### src/design/tlpp_pkg.sv
// Shared types, constants and helpers for the traffic light controller.
`default_nettype none

package tlpp_pkg;

    localparam int TICK_W      = 16;
    localparam int CFG_IDX_W   = 3;
    localparam int IN_DATA_W   = 8;
    localparam int OUT_DATA_W  = 16;
    localparam int PHASE_W     = 3;
    localparam int BLINK_PAIRS_DEF = 4;

    localparam logic [CFG_IDX_W-1:0] CFG_GREEN  = 3'd0;
    localparam logic [CFG_IDX_W-1:0] CFG_YELLOW = 3'd1;
    localparam logic [CFG_IDX_W-1:0] CFG_WALK   = 3'd2;
    localparam logic [CFG_IDX_W-1:0] CFG_BLINK  = 3'd3;
    localparam logic [CFG_IDX_W-1:0] CFG_SAMPLE = 3'd4;

    localparam int RST_GREEN  = 4500;
    localparam int RST_YELLOW = 2500;
    localparam int RST_WALK   = 2500;
    localparam int RST_BLINK  = 600;
    localparam int RST_SAMPLE = 500;

    localparam int RST_LEN_A_GREEN  = (RST_GREEN / RST_SAMPLE) * RST_SAMPLE;
    localparam int RST_LEN_A_YELLOW = (RST_YELLOW / RST_SAMPLE) * RST_SAMPLE;

    localparam logic [PHASE_W-1:0] PH_A_GREEN  = 3'd0;
    localparam logic [PHASE_W-1:0] PH_A_YELLOW = 3'd1;
    localparam logic [PHASE_W-1:0] PH_WALK     = 3'd2;
    localparam logic [PHASE_W-1:0] PH_BLINK    = 3'd3;
    localparam logic [PHASE_W-1:0] PH_B_GREEN  = 3'd4;
    localparam logic [PHASE_W-1:0] PH_B_YELLOW = 3'd5;

    typedef struct packed {
        logic [TICK_W-1:0] len_a_green;
        logic [TICK_W-1:0] len_a_yellow;
        logic [TICK_W-1:0] len_walk;
        logic [TICK_W-1:0] len_blink;
        logic [TICK_W-1:0] len_b_green;
        logic [TICK_W-1:0] len_b_yellow;
        logic [TICK_W-1:0] sample;
    } tlpp_cfg_t;

    typedef struct packed {
        logic               priority_pending;
        logic [PHASE_W-1:0] phase_now;
        logic               walk_green;
        logic               walk_red;
        logic               b_green;
        logic               b_yellow;
        logic               b_red;
        logic               a_green;
        logic               a_yellow;
        logic               a_red;
    } tlpp_result_t;

    function automatic logic [TICK_W-1:0] at_least_one(input logic [TICK_W-1:0] v);
        at_least_one = (v == '0) ? TICK_W'(1) : v;
    endfunction

endpackage

`default_nettype wire

### src/design/tlpp_len_unit.sv
// Serial remainder unit: rounds a phase length down to whole sample intervals.
`default_nettype none

module tlpp_len_unit #(
    parameter int RESET_LEN = tlpp_pkg::RST_LEN_A_GREEN
) (
    input  wire logic                        clk,
    input  wire logic                        rst_n,
    input  wire logic                        start,
    input  wire logic [tlpp_pkg::TICK_W-1:0] dividend,
    input  wire logic [tlpp_pkg::TICK_W-1:0] divisor,
    output logic                             busy,
    output logic [tlpp_pkg::TICK_W-1:0]      len
);

    localparam int W     = tlpp_pkg::TICK_W;
    localparam int CNT_W = $clog2(W);

    logic             busy_reg;
    logic [CNT_W-1:0] cnt_reg;
    logic [W-1:0]     len_reg;
    logic [W-1:0]     num_reg;
    logic [W-1:0]     dvd_reg;
    logic [W-1:0]     div_reg;
    logic [W-1:0]     rem_reg;
    logic [W:0]       trial;
    logic [W-1:0]     rem_next;

    always_comb
    begin
        trial = {rem_reg, dvd_reg[W-1]};
        if (trial >= {1'b0, div_reg})
        begin
            rem_next = W'(trial - {1'b0, div_reg});
        end
        else
        begin
            rem_next = trial[W-1:0];
        end
    end

    always_ff @(posedge clk or negedge rst_n)
    begin
        if (!rst_n)
        begin
            busy_reg <= 1'b0;
            cnt_reg  <= '0;
            len_reg  <= W'(RESET_LEN);
        end
        else if (start)
        begin
            busy_reg <= 1'b1;
            cnt_reg  <= '0;
        end
        else if (busy_reg)
        begin
            cnt_reg <= cnt_reg + CNT_W'(1);
            if (cnt_reg == CNT_W'(W - 1))
            begin
                busy_reg <= 1'b0;
                len_reg  <= num_reg - rem_next;
            end
        end
    end

    always_ff @(posedge clk)
    begin
        if (start)
        begin
            num_reg <= dividend;
            dvd_reg <= dividend;
            div_reg <= divisor;
            rem_reg <= '0;
        end
        else if (busy_reg)
        begin
            dvd_reg <= {dvd_reg[W-2:0], 1'b0};
            rem_reg <= rem_next;
        end
    end

    assign busy = busy_reg;
    assign len  = len_reg;

endmodule

`default_nettype wire

### src/design/tlpp_core.sv
// Phase sequencer: state registers and the per-tick next-state and lamp logic.
`default_nettype none

module tlpp_core #(
    parameter int BLINK_PAIRS = tlpp_pkg::BLINK_PAIRS_DEF
) (
    input  wire logic                  clk,
    input  wire logic                  rst_n,
    input  wire logic                  fire,
    input  wire logic                  pressed,
    input  wire tlpp_pkg::tlpp_cfg_t   cfg,
    output tlpp_pkg::tlpp_result_t     result
);

    localparam int W      = tlpp_pkg::TICK_W;
    localparam int STEP_W = $clog2(BLINK_PAIRS + 1);

    typedef struct packed {
        logic [tlpp_pkg::PHASE_W-1:0] phase;
        logic [W-1:0]                 timer;
        logic [W-1:0]                 stimer;
        logic [STEP_W-1:0]            bstep;
        logic                         flag;
        logic                         wip;
        logic                         wred;
    } st_t;

    st_t state_reg;
    st_t state_next;
    st_t s1;
    st_t s2;
    st_t s3;
    st_t s4;

    function automatic logic [W-1:0] len_of(input logic [tlpp_pkg::PHASE_W-1:0] p,
                                            input tlpp_pkg::tlpp_cfg_t c);
        logic [W-1:0] l;
        unique case (p)
            tlpp_pkg::PH_A_GREEN:  l = c.len_a_green;
            tlpp_pkg::PH_A_YELLOW: l = c.len_a_yellow;
            tlpp_pkg::PH_WALK:     l = c.len_walk;
            tlpp_pkg::PH_BLINK:    l = c.len_blink;
            tlpp_pkg::PH_B_GREEN:  l = c.len_b_green;
            tlpp_pkg::PH_B_YELLOW: l = c.len_b_yellow;
            default:               l = '0;
        endcase
        return l;
    endfunction

    function automatic st_t enter(input st_t s, input logic [tlpp_pkg::PHASE_W-1:0] p);
        st_t r;
        r        = s;
        r.phase  = p;
        r.timer  = '0;
        r.stimer = '0;
        if (p == tlpp_pkg::PH_WALK)
        begin
            r.wred = 1'b0;
        end
        if (p == tlpp_pkg::PH_BLINK)
        begin
            r.wred  = 1'b1;
            r.bstep = '0;
        end
        return r;
    endfunction

    function automatic st_t adv(input st_t s, input logic pr);
        st_t               r;
        logic              fl;
        logic [STEP_W-1:0] nstep;
        r     = s;
        fl    = s.flag | pr;
        nstep = s.bstep + STEP_W'(1);
        unique case (s.phase)
            tlpp_pkg::PH_A_GREEN:
            begin
                r = enter(r, tlpp_pkg::PH_A_YELLOW);
            end
            tlpp_pkg::PH_A_YELLOW:
            begin
                r.flag = fl;
                r.wred = 1'b1;
                r.wip  = fl;
                r      = enter(r, fl ? tlpp_pkg::PH_WALK : tlpp_pkg::PH_B_GREEN);
            end
            tlpp_pkg::PH_WALK:
            begin
                r = enter(r, tlpp_pkg::PH_BLINK);
            end
            tlpp_pkg::PH_BLINK:
            begin
                if (s.wred)
                begin
                    r.wred  = 1'b0;
                    r.timer = '0;
                end
                else
                begin
                    r.bstep = nstep;
                    if (nstep >= STEP_W'(BLINK_PAIRS) || nstep == '0)
                    begin
                        r.flag = 1'b0;
                        r      = enter(r, s.wip ? tlpp_pkg::PH_B_GREEN
                                                : tlpp_pkg::PH_A_GREEN);
                    end
                    else
                    begin
                        r.wred  = 1'b1;
                        r.timer = '0;
                    end
                end
            end
            tlpp_pkg::PH_B_GREEN:
            begin
                r = enter(r, tlpp_pkg::PH_B_YELLOW);
            end
            tlpp_pkg::PH_B_YELLOW:
            begin
                r.wip = 1'b0;
                r     = enter(r, tlpp_pkg::PH_WALK);
            end
            default:
            begin
                r = enter(r, tlpp_pkg::PH_A_GREEN);
            end
        endcase
        return r;
    endfunction

    function automatic st_t step_if_due(input st_t s, input logic pr,
                                        input tlpp_pkg::tlpp_cfg_t c);
        return (s.timer >= len_of(s.phase, c)) ? adv(s, pr) : s;
    endfunction

    // Zero-length street A phases can chain up to three phase changes in one tick.
    always_comb
    begin
        s1 = step_if_due(state_reg, pressed, cfg);
        s2 = step_if_due(s1, pressed, cfg);
        s3 = step_if_due(s2, pressed, cfg);
        s4 = s3;
        if (s3.phase <= tlpp_pkg::PH_A_YELLOW)
        begin
            if (s3.stimer >= cfg.sample)
            begin
                s4.stimer = '0;
            end
            if (s4.stimer == '0 && pressed)
            begin
                s4.flag = 1'b1;
            end
        end
        state_next       = s4;
        state_next.timer = s4.timer + W'(1);
        if (s4.phase <= tlpp_pkg::PH_A_YELLOW)
        begin
            state_next.stimer = s4.stimer + W'(1);
        end
    end

    always_comb
    begin
        result                  = '0;
        result.phase_now        = s4.phase;
        result.priority_pending = s4.flag;
        unique case (s4.phase)
            tlpp_pkg::PH_A_GREEN:
            begin
                result.a_green  = 1'b1;
                result.b_red    = 1'b1;
                result.walk_red = 1'b1;
            end
            tlpp_pkg::PH_A_YELLOW:
            begin
                result.a_yellow = 1'b1;
                result.b_red    = 1'b1;
                result.walk_red = 1'b1;
            end
            tlpp_pkg::PH_WALK:
            begin
                result.a_red      = 1'b1;
                result.b_red      = 1'b1;
                result.walk_green = 1'b1;
            end
            tlpp_pkg::PH_BLINK:
            begin
                result.a_red    = 1'b1;
                result.b_red    = 1'b1;
                result.walk_red = s4.wred;
            end
            tlpp_pkg::PH_B_GREEN:
            begin
                result.a_red    = 1'b1;
                result.b_green  = 1'b1;
                result.walk_red = s4.wred;
            end
            tlpp_pkg::PH_B_YELLOW:
            begin
                result.a_red    = 1'b1;
                result.b_yellow = 1'b1;
                result.walk_red = s4.wred;
            end
            default:
            begin
                result.a_red = 1'b0;
            end
        endcase
    end

    always_ff @(posedge clk or negedge rst_n)
    begin
        if (!rst_n)
        begin
            state_reg <= '0;
        end
        else if (fire)
        begin
            state_reg <= state_next;
        end
    end

endmodule

`default_nettype wire

### src/design/traffic_light_pedestrian_priority.sv
// Top level of the traffic light controller with pedestrian priority button.
//
// Usage: each beat on s_axis is one time tick carrying the active-low button
// level in s_axis_tdata[0]. Every tick yields one beat on m_axis with the lamp
// states, the current phase and the priority flag.
// An input beat reaches the result beat through the input register, then the
// result register. Throughput: one tick per cycle while no cfg pass runs and
// m_axis is not stalled, limited by the single registered pass of the sequencer.
// A stalled m_axis_tready holds the result register; one more tick is still
// taken into the input register, after which s_axis_tready drops.
// The cfg channel writes the five timing registers by index. Each write
// starts a serial remainder pass that rounds the street A lengths to
// whole sample intervals; cfg_ready and s_axis_tready stay low until it ends.
// Reset clears the phase to street A green with all timers at zero and loads
// the default timing registers; no clearing pass is needed.
`default_nettype none

module traffic_light_pedestrian_priority #(
    parameter int BLINK_PAIRS = tlpp_pkg::BLINK_PAIRS_DEF
) (
    input  wire logic                              clk,
    input  wire logic                              rst_n,
    input  wire logic                              s_axis_tvalid,
    output logic                                   s_axis_tready,
    // [0] button_level, [7:1] zero
    input  wire logic [tlpp_pkg::IN_DATA_W-1:0]    s_axis_tdata,
    output logic                                   m_axis_tvalid,
    input  wire logic                              m_axis_tready,
    // [0] a_red, [1] a_yellow, [2] a_green, [3] b_red, [4] b_yellow,
    // [5] b_green, [6] walk_red, [7] walk_green, [10:8] phase_now,
    // [11] priority_pending, [15:12] zero
    output logic [tlpp_pkg::OUT_DATA_W-1:0]        m_axis_tdata,
    input  wire logic                              cfg_valid,
    output logic                                   cfg_ready,
    input  wire logic [tlpp_pkg::CFG_IDX_W-1:0]    cfg_index,
    input  wire logic [tlpp_pkg::TICK_W-1:0]       cfg_data
);

    localparam int W = tlpp_pkg::TICK_W;

    logic [W-1:0] green_reg;
    logic [W-1:0] yellow_reg;
    logic [W-1:0] walk_reg;
    logic [W-1:0] blink_reg;
    logic [W-1:0] sample_reg;
    logic         start_reg;
    logic         in_valid_reg;
    logic         button_reg;
    logic         out_valid_reg;
    logic [tlpp_pkg::OUT_DATA_W-1:0] out_data_reg;

    logic                   cfg_fire;
    logic                   busy;
    logic                   green_busy;
    logic                   yellow_busy;
    logic [W-1:0]           sample_eff;
    logic [W-1:0]           len_a_green;
    logic [W-1:0]           len_a_yellow;
    logic                   proc;
    tlpp_pkg::tlpp_cfg_t    cfg;
    tlpp_pkg::tlpp_result_t result;

    assign busy          = start_reg | green_busy | yellow_busy;
    assign cfg_ready     = !busy;
    assign cfg_fire      = cfg_valid & cfg_ready;
    assign proc          = in_valid_reg & !busy & (!out_valid_reg | m_axis_tready);
    assign s_axis_tready = !busy & (!in_valid_reg | proc);
    assign sample_eff    = tlpp_pkg::at_least_one(sample_reg);

    always_ff @(posedge clk or negedge rst_n)
    begin
        if (!rst_n)
        begin
            green_reg  <= W'(tlpp_pkg::RST_GREEN);
            yellow_reg <= W'(tlpp_pkg::RST_YELLOW);
            walk_reg   <= W'(tlpp_pkg::RST_WALK);
            blink_reg  <= W'(tlpp_pkg::RST_BLINK);
            sample_reg <= W'(tlpp_pkg::RST_SAMPLE);
            start_reg  <= 1'b0;
        end
        else
        begin
            start_reg <= cfg_fire;
            if (cfg_fire)
            begin
                unique case (cfg_index)
                    tlpp_pkg::CFG_GREEN:  green_reg  <= cfg_data;
                    tlpp_pkg::CFG_YELLOW: yellow_reg <= cfg_data;
                    tlpp_pkg::CFG_WALK:   walk_reg   <= cfg_data;
                    tlpp_pkg::CFG_BLINK:  blink_reg  <= cfg_data;
                    tlpp_pkg::CFG_SAMPLE: sample_reg <= cfg_data;
                    default:              ;
                endcase
            end
        end
    end

    tlpp_len_unit #(
        .RESET_LEN (tlpp_pkg::RST_LEN_A_GREEN)
    ) u_len_green (
        .clk      (clk),
        .rst_n    (rst_n),
        .start    (start_reg),
        .dividend (green_reg),
        .divisor  (sample_eff),
        .busy     (green_busy),
        .len      (len_a_green)
    );

    tlpp_len_unit #(
        .RESET_LEN (tlpp_pkg::RST_LEN_A_YELLOW)
    ) u_len_yellow (
        .clk      (clk),
        .rst_n    (rst_n),
        .start    (start_reg),
        .dividend (yellow_reg),
        .divisor  (sample_eff),
        .busy     (yellow_busy),
        .len      (len_a_yellow)
    );

    always_comb
    begin
        cfg.len_a_green  = len_a_green;
        cfg.len_a_yellow = len_a_yellow;
        cfg.len_walk     = tlpp_pkg::at_least_one(walk_reg);
        cfg.len_blink    = tlpp_pkg::at_least_one(blink_reg);
        cfg.len_b_green  = tlpp_pkg::at_least_one(green_reg);
        cfg.len_b_yellow = tlpp_pkg::at_least_one(yellow_reg);
        cfg.sample       = sample_eff;
    end

    always_ff @(posedge clk or negedge rst_n)
    begin
        if (!rst_n)
        begin
            in_valid_reg <= 1'b0;
        end
        else if (s_axis_tready)
        begin
            in_valid_reg <= s_axis_tvalid;
        end
    end

    always_ff @(posedge clk)
    begin
        if (s_axis_tready & s_axis_tvalid)
        begin
            button_reg <= s_axis_tdata[0];
        end
    end

    tlpp_core #(
        .BLINK_PAIRS (BLINK_PAIRS)
    ) u_core (
        .clk     (clk),
        .rst_n   (rst_n),
        .fire    (proc),
        .pressed (!button_reg),
        .cfg     (cfg),
        .result  (result)
    );

    always_ff @(posedge clk or negedge rst_n)
    begin
        if (!rst_n)
        begin
            out_valid_reg <= 1'b0;
        end
        else if (proc)
        begin
            out_valid_reg <= 1'b1;
        end
        else if (m_axis_tready)
        begin
            out_valid_reg <= 1'b0;
        end
    end

    always_ff @(posedge clk)
    begin
        if (proc)
        begin
            out_data_reg <= {4'b0000, result.priority_pending, result.phase_now,
                             result.walk_green, result.walk_red, result.b_green,
                             result.b_yellow, result.b_red, result.a_green,
                             result.a_yellow, result.a_red};
        end
    end

    assign m_axis_tvalid = out_valid_reg;
    assign m_axis_tdata  = out_data_reg;

endmodule

`default_nettype wire

### config.mk
export PLATFORM = sky130hd
export DESIGN_NAME = traffic_light_pedestrian_priority
export DESIGN_NICKNAME = d
export VERILOG_FILES = /design/src/design/tlpp_pkg.sv /design/src/design/tlpp_len_unit.sv /design/src/design/tlpp_core.sv /design/src/design/traffic_light_pedestrian_priority.sv
export SDC_FILE = /design/constraint.sdc
export NUM_CORES = 1
export LEC_CHECK = 0
export ABC_AREA = 0
export BUFFER_PORTS_ARGS = -buffer_cell sky130_fd_sc_hd__buf_4
export CORE_MARGIN = 10
export CORE_UTILIZATION = 55
export DETAILED_ROUTE_END_ITERATION = 10
export PLACE_DENSITY = 0.77
export SYNTH_ARGS = -nofsm -noshare
export SYNTH_HDL_FRONTEND = slang
export SYNTH_SLANG_ARGS = --single-unit
### constraint.sdc
create_clock -name clk -period 12.7 [get_ports clk]
set_input_delay 1.905 -clock clk [delete_from_list [all_inputs] [get_ports clk]]
set_output_delay 1.905 -clock clk [all_outputs]
set_load 0.05 [all_outputs]
==> summary.txt <==
Outcome: finished, final reports clean
Final hold vios: 0
Crit path top cell by count: buf_4
Post-synthesis instance area: 19520 sq um
Max_cap viols: 0
CP peak stage delay: 0.58 ns
Area growth syn-to-layout: 15.53%
Register area: 7637 sq um
Reg-to-reg slack, setup: 0.43 ns
Slew headroom: 20.58%
CP required: 13.14 ns
Hold Crit Class: reg -> reg
Reg2reg end: u_core.state_reg[18]
Pin count of the biggest net entering global routing: 72
Yosys cell types: 95
Reg2Reg Depth: 59
Max reg flops: 41
Max Fanout on Critical Path: 17
Post-route ant nets: 0
Buffers on Ports: 39
Fin crit share: 96.61%
Post-synth EDFFs: 93
WL final: 62260 um
Syn_area_per_cell: 9.738 sq um
Dpl hpwl: 46230 um
Dominant synthesized flop cell: dfrtp_1
DRT Pass-1 Iters: 7
Vias in the first global route: 16480
Placed Area: 21020 sq um
Final Util: 64.82%
Skew final: 0.01672 ns
Final min period: 12.27 ns
Die width: 208.4 um
Max Clk Rate: 81.51 MHz
Initial DRC count: 1964
CTS root buffer: clkbuf_16
Share of cells above drive strength 1: 22.84%
Htree depth: 2
Final setup fails: 0
First-pass GRT wire length: 95350 um
CTS Buffer Depth: 3
Slew Limit Fails: 0
Hold-fix buffers, CTS: 0
RD Place Congestion: 1.013
Worst hold path endpoint: u_len_yellow.rem_reg[15]
Setup_tns: 0 ns
Via density: 6.603
Worst Hold Path Cells: 2
Inserted Clock Buffers: 34
CTS clk-pin slew, worst paths: 0.06 ns
Arr. time, crit path: 12.71 ns
Ant diodes: 0
CP endpoint kind: flip-flop
Core Rows: 68
Hold Path Origin: u_len_yellow.rem_reg[15]
CP max stage cell: or4_4
Residual DRC: 0
IO Pins: 51
Vias: 17110
Flops & latches, synth: 291
Die Area: 43440 sq um
Worst-Margin Slew: 1.188 ns
CTS tree: built
Startpoint types: flip-flop
Fillers: 2746
Area of the multi-input gates: 11490 sq um
Synthesis Warnings: 0
GRT busiest layer: met2
Global-route met2 utilization: 43.60%
Chip Height: 208.4 um
GRT Overall Usage: 27.56%
Initial core utilization: 56.11%
Core Area: 34800 sq um
Fin nets: 2283
Sequential share of the synthesized area: 39.08%
Post-synth ARST share: 57.04%
Per-cell routed wire length: 24.02 um
RR Startpoint: u_core.state_reg[39]
Clock Sinks: 291
Design area: 22560 sq um
Met3 usage: 4.119%
Grt ovf: 0
Syn Inst Count: 2005
Worst setup path class: reg -> reg
Worst skew pair latency: 0.55 ns
Initial antenna violation count: 0
Met1 Track Usage GR: 36.95%
## cells by family (layout without fill, tap and decap cells)
family                     Yosys count  after routing  share of synthesized area (%)
other                                1              4                        0.01921
DFF                                291            291                          39.08
xor gates and xnor gates            56             56                          2.512
AOI/OAI and AO/OA                  535            535                          18.60
and+or+nand+nor                    566            566                          14.21
buffers and inverters              190            319                          3.768
muxes                              226            226                          12.68
adders and majority gates          140            140                          9.125
## repair_timing
item                                    in CTS  in global routing
gates resized for setup                      0                 67
buffers inserted                             0                 13
endpoints found under the setup margin       0                 17
## layer usage
metal | up-vias | share of wire, % | routed length, um
li1 | 7710 | - | -
met1 | 8347 | 42 | 26030
met2 | 872 | 46 | 28530
met3 | 185 | 7.9 | 4920
met4 | 0 | 4.5 | 2783
met5 | - | 0 | 0
## cells in the final DEF, fill, tap and decap left out, types with 8 or more instances in the layout
master and n:
nand3_1 32, dfxtp_1 32, mux2_2 142, a211oi_1 32, edfxtp_1 93, inv_1 76, a22o_1 11, nor2b_1 13
nor2_1 154, a31oi_1 12, and2_1 31, o31a_1 9, dfstp_2 35, xnor2_1 33, ha_1 136, clkbuf_16 35
a22oi_1 12, a21o_1 30, a21oi_1 125, nand2b_1 14, nor4_1 17, and3_1 33, o21a_1 26, a222oi_1 23
buf_12 9, o21bai_1 13, mux2i_1 78, nor3_1 32, o41ai_1 8, xor2_1 23, dfrtp_1 128, nand4_1 33
buf_4 164, o31ai_1 18, o21ai_0 124, nand2_1 148
## area by class of cell
class                   instances  area share (%)
multi-input cells            1527           50.95
clock buffers                  43           4.060
flip-flops and latches        291           33.86
clock inverters                19          0.8542
inverters                      81           1.348
well taps                     455           2.524
repair buffers                176           6.407
## worst max path at each step
stage	from	to	slack, ns	depth (start not counted)
floorplan	u_core.state_reg[38]	u_core.state_reg[16]	0.06	64
global placement	u_core.state_reg[40]	u_core.state_reg[16]	0.13	59
detailed placement	u_core.state_reg[40]	u_core.state_reg[18]	0.11	59
CTS	u_core.state_reg[40]	u_core.state_reg[18]	0.01	59
global route	yellow_reg[1]	u_core.state_reg[18]	-0.05	58
finish	u_core.state_reg[39]	u_core.state_reg[18]	0.43	59
## through the flow
step	hold WS (ns)	std cells	worst slack, ns
final	0.4976	2592	0.4309
after global routing	0.5279	2592	-0.05132
after CTS	0.5022	2579	0.01461
after detailed placement	0.4878	2517	0.1075
after global placement	0.4756	2517	0.1269
after floorplan	0.4571	2008	0.05518
## worst max-delay path: cells and delay by family (launching register included)
| family | cells | cell delay [ns] |
|---|---|---|
| AO/OA/AOI/OAI | 22 | 4.20 |
| multiplexers | 2 | 0.59 |
| flip-flops | 1 | 0.47 |
| adder cells (fa/ha/maj) | 5 | 1.17 |
| AND/OR/NAND/NOR | 20 | 4.01 |
| buffers and inverters | 10 | 1.70 |
## Yosys cell counts (34+ instances only)
master / number / area, sq um
a211oi_1: 34 / 255.2
a21oi_1: 129 / 645.6
clkbuf_1: 95 / 356.6
dfrtp_1: 131 / 3278
dfstp_2: 35 / 919.6
edfxtp_1: 93 / 2793
ha_1: 136 / 1702
inv_1: 77 / 289.0
mux2_2: 143 / 1610
mux2i_1: 79 / 790.8
nand2_1: 150 / 563.0
nor2_1: 160 / 600.6
nor3_1: 36 / 180.2
o21ai_0: 128 / 640.6
Power is left out: the tool's default activity adds up to more than one toggle a clock period on the data nets, which glitch-free logic cannot reach.
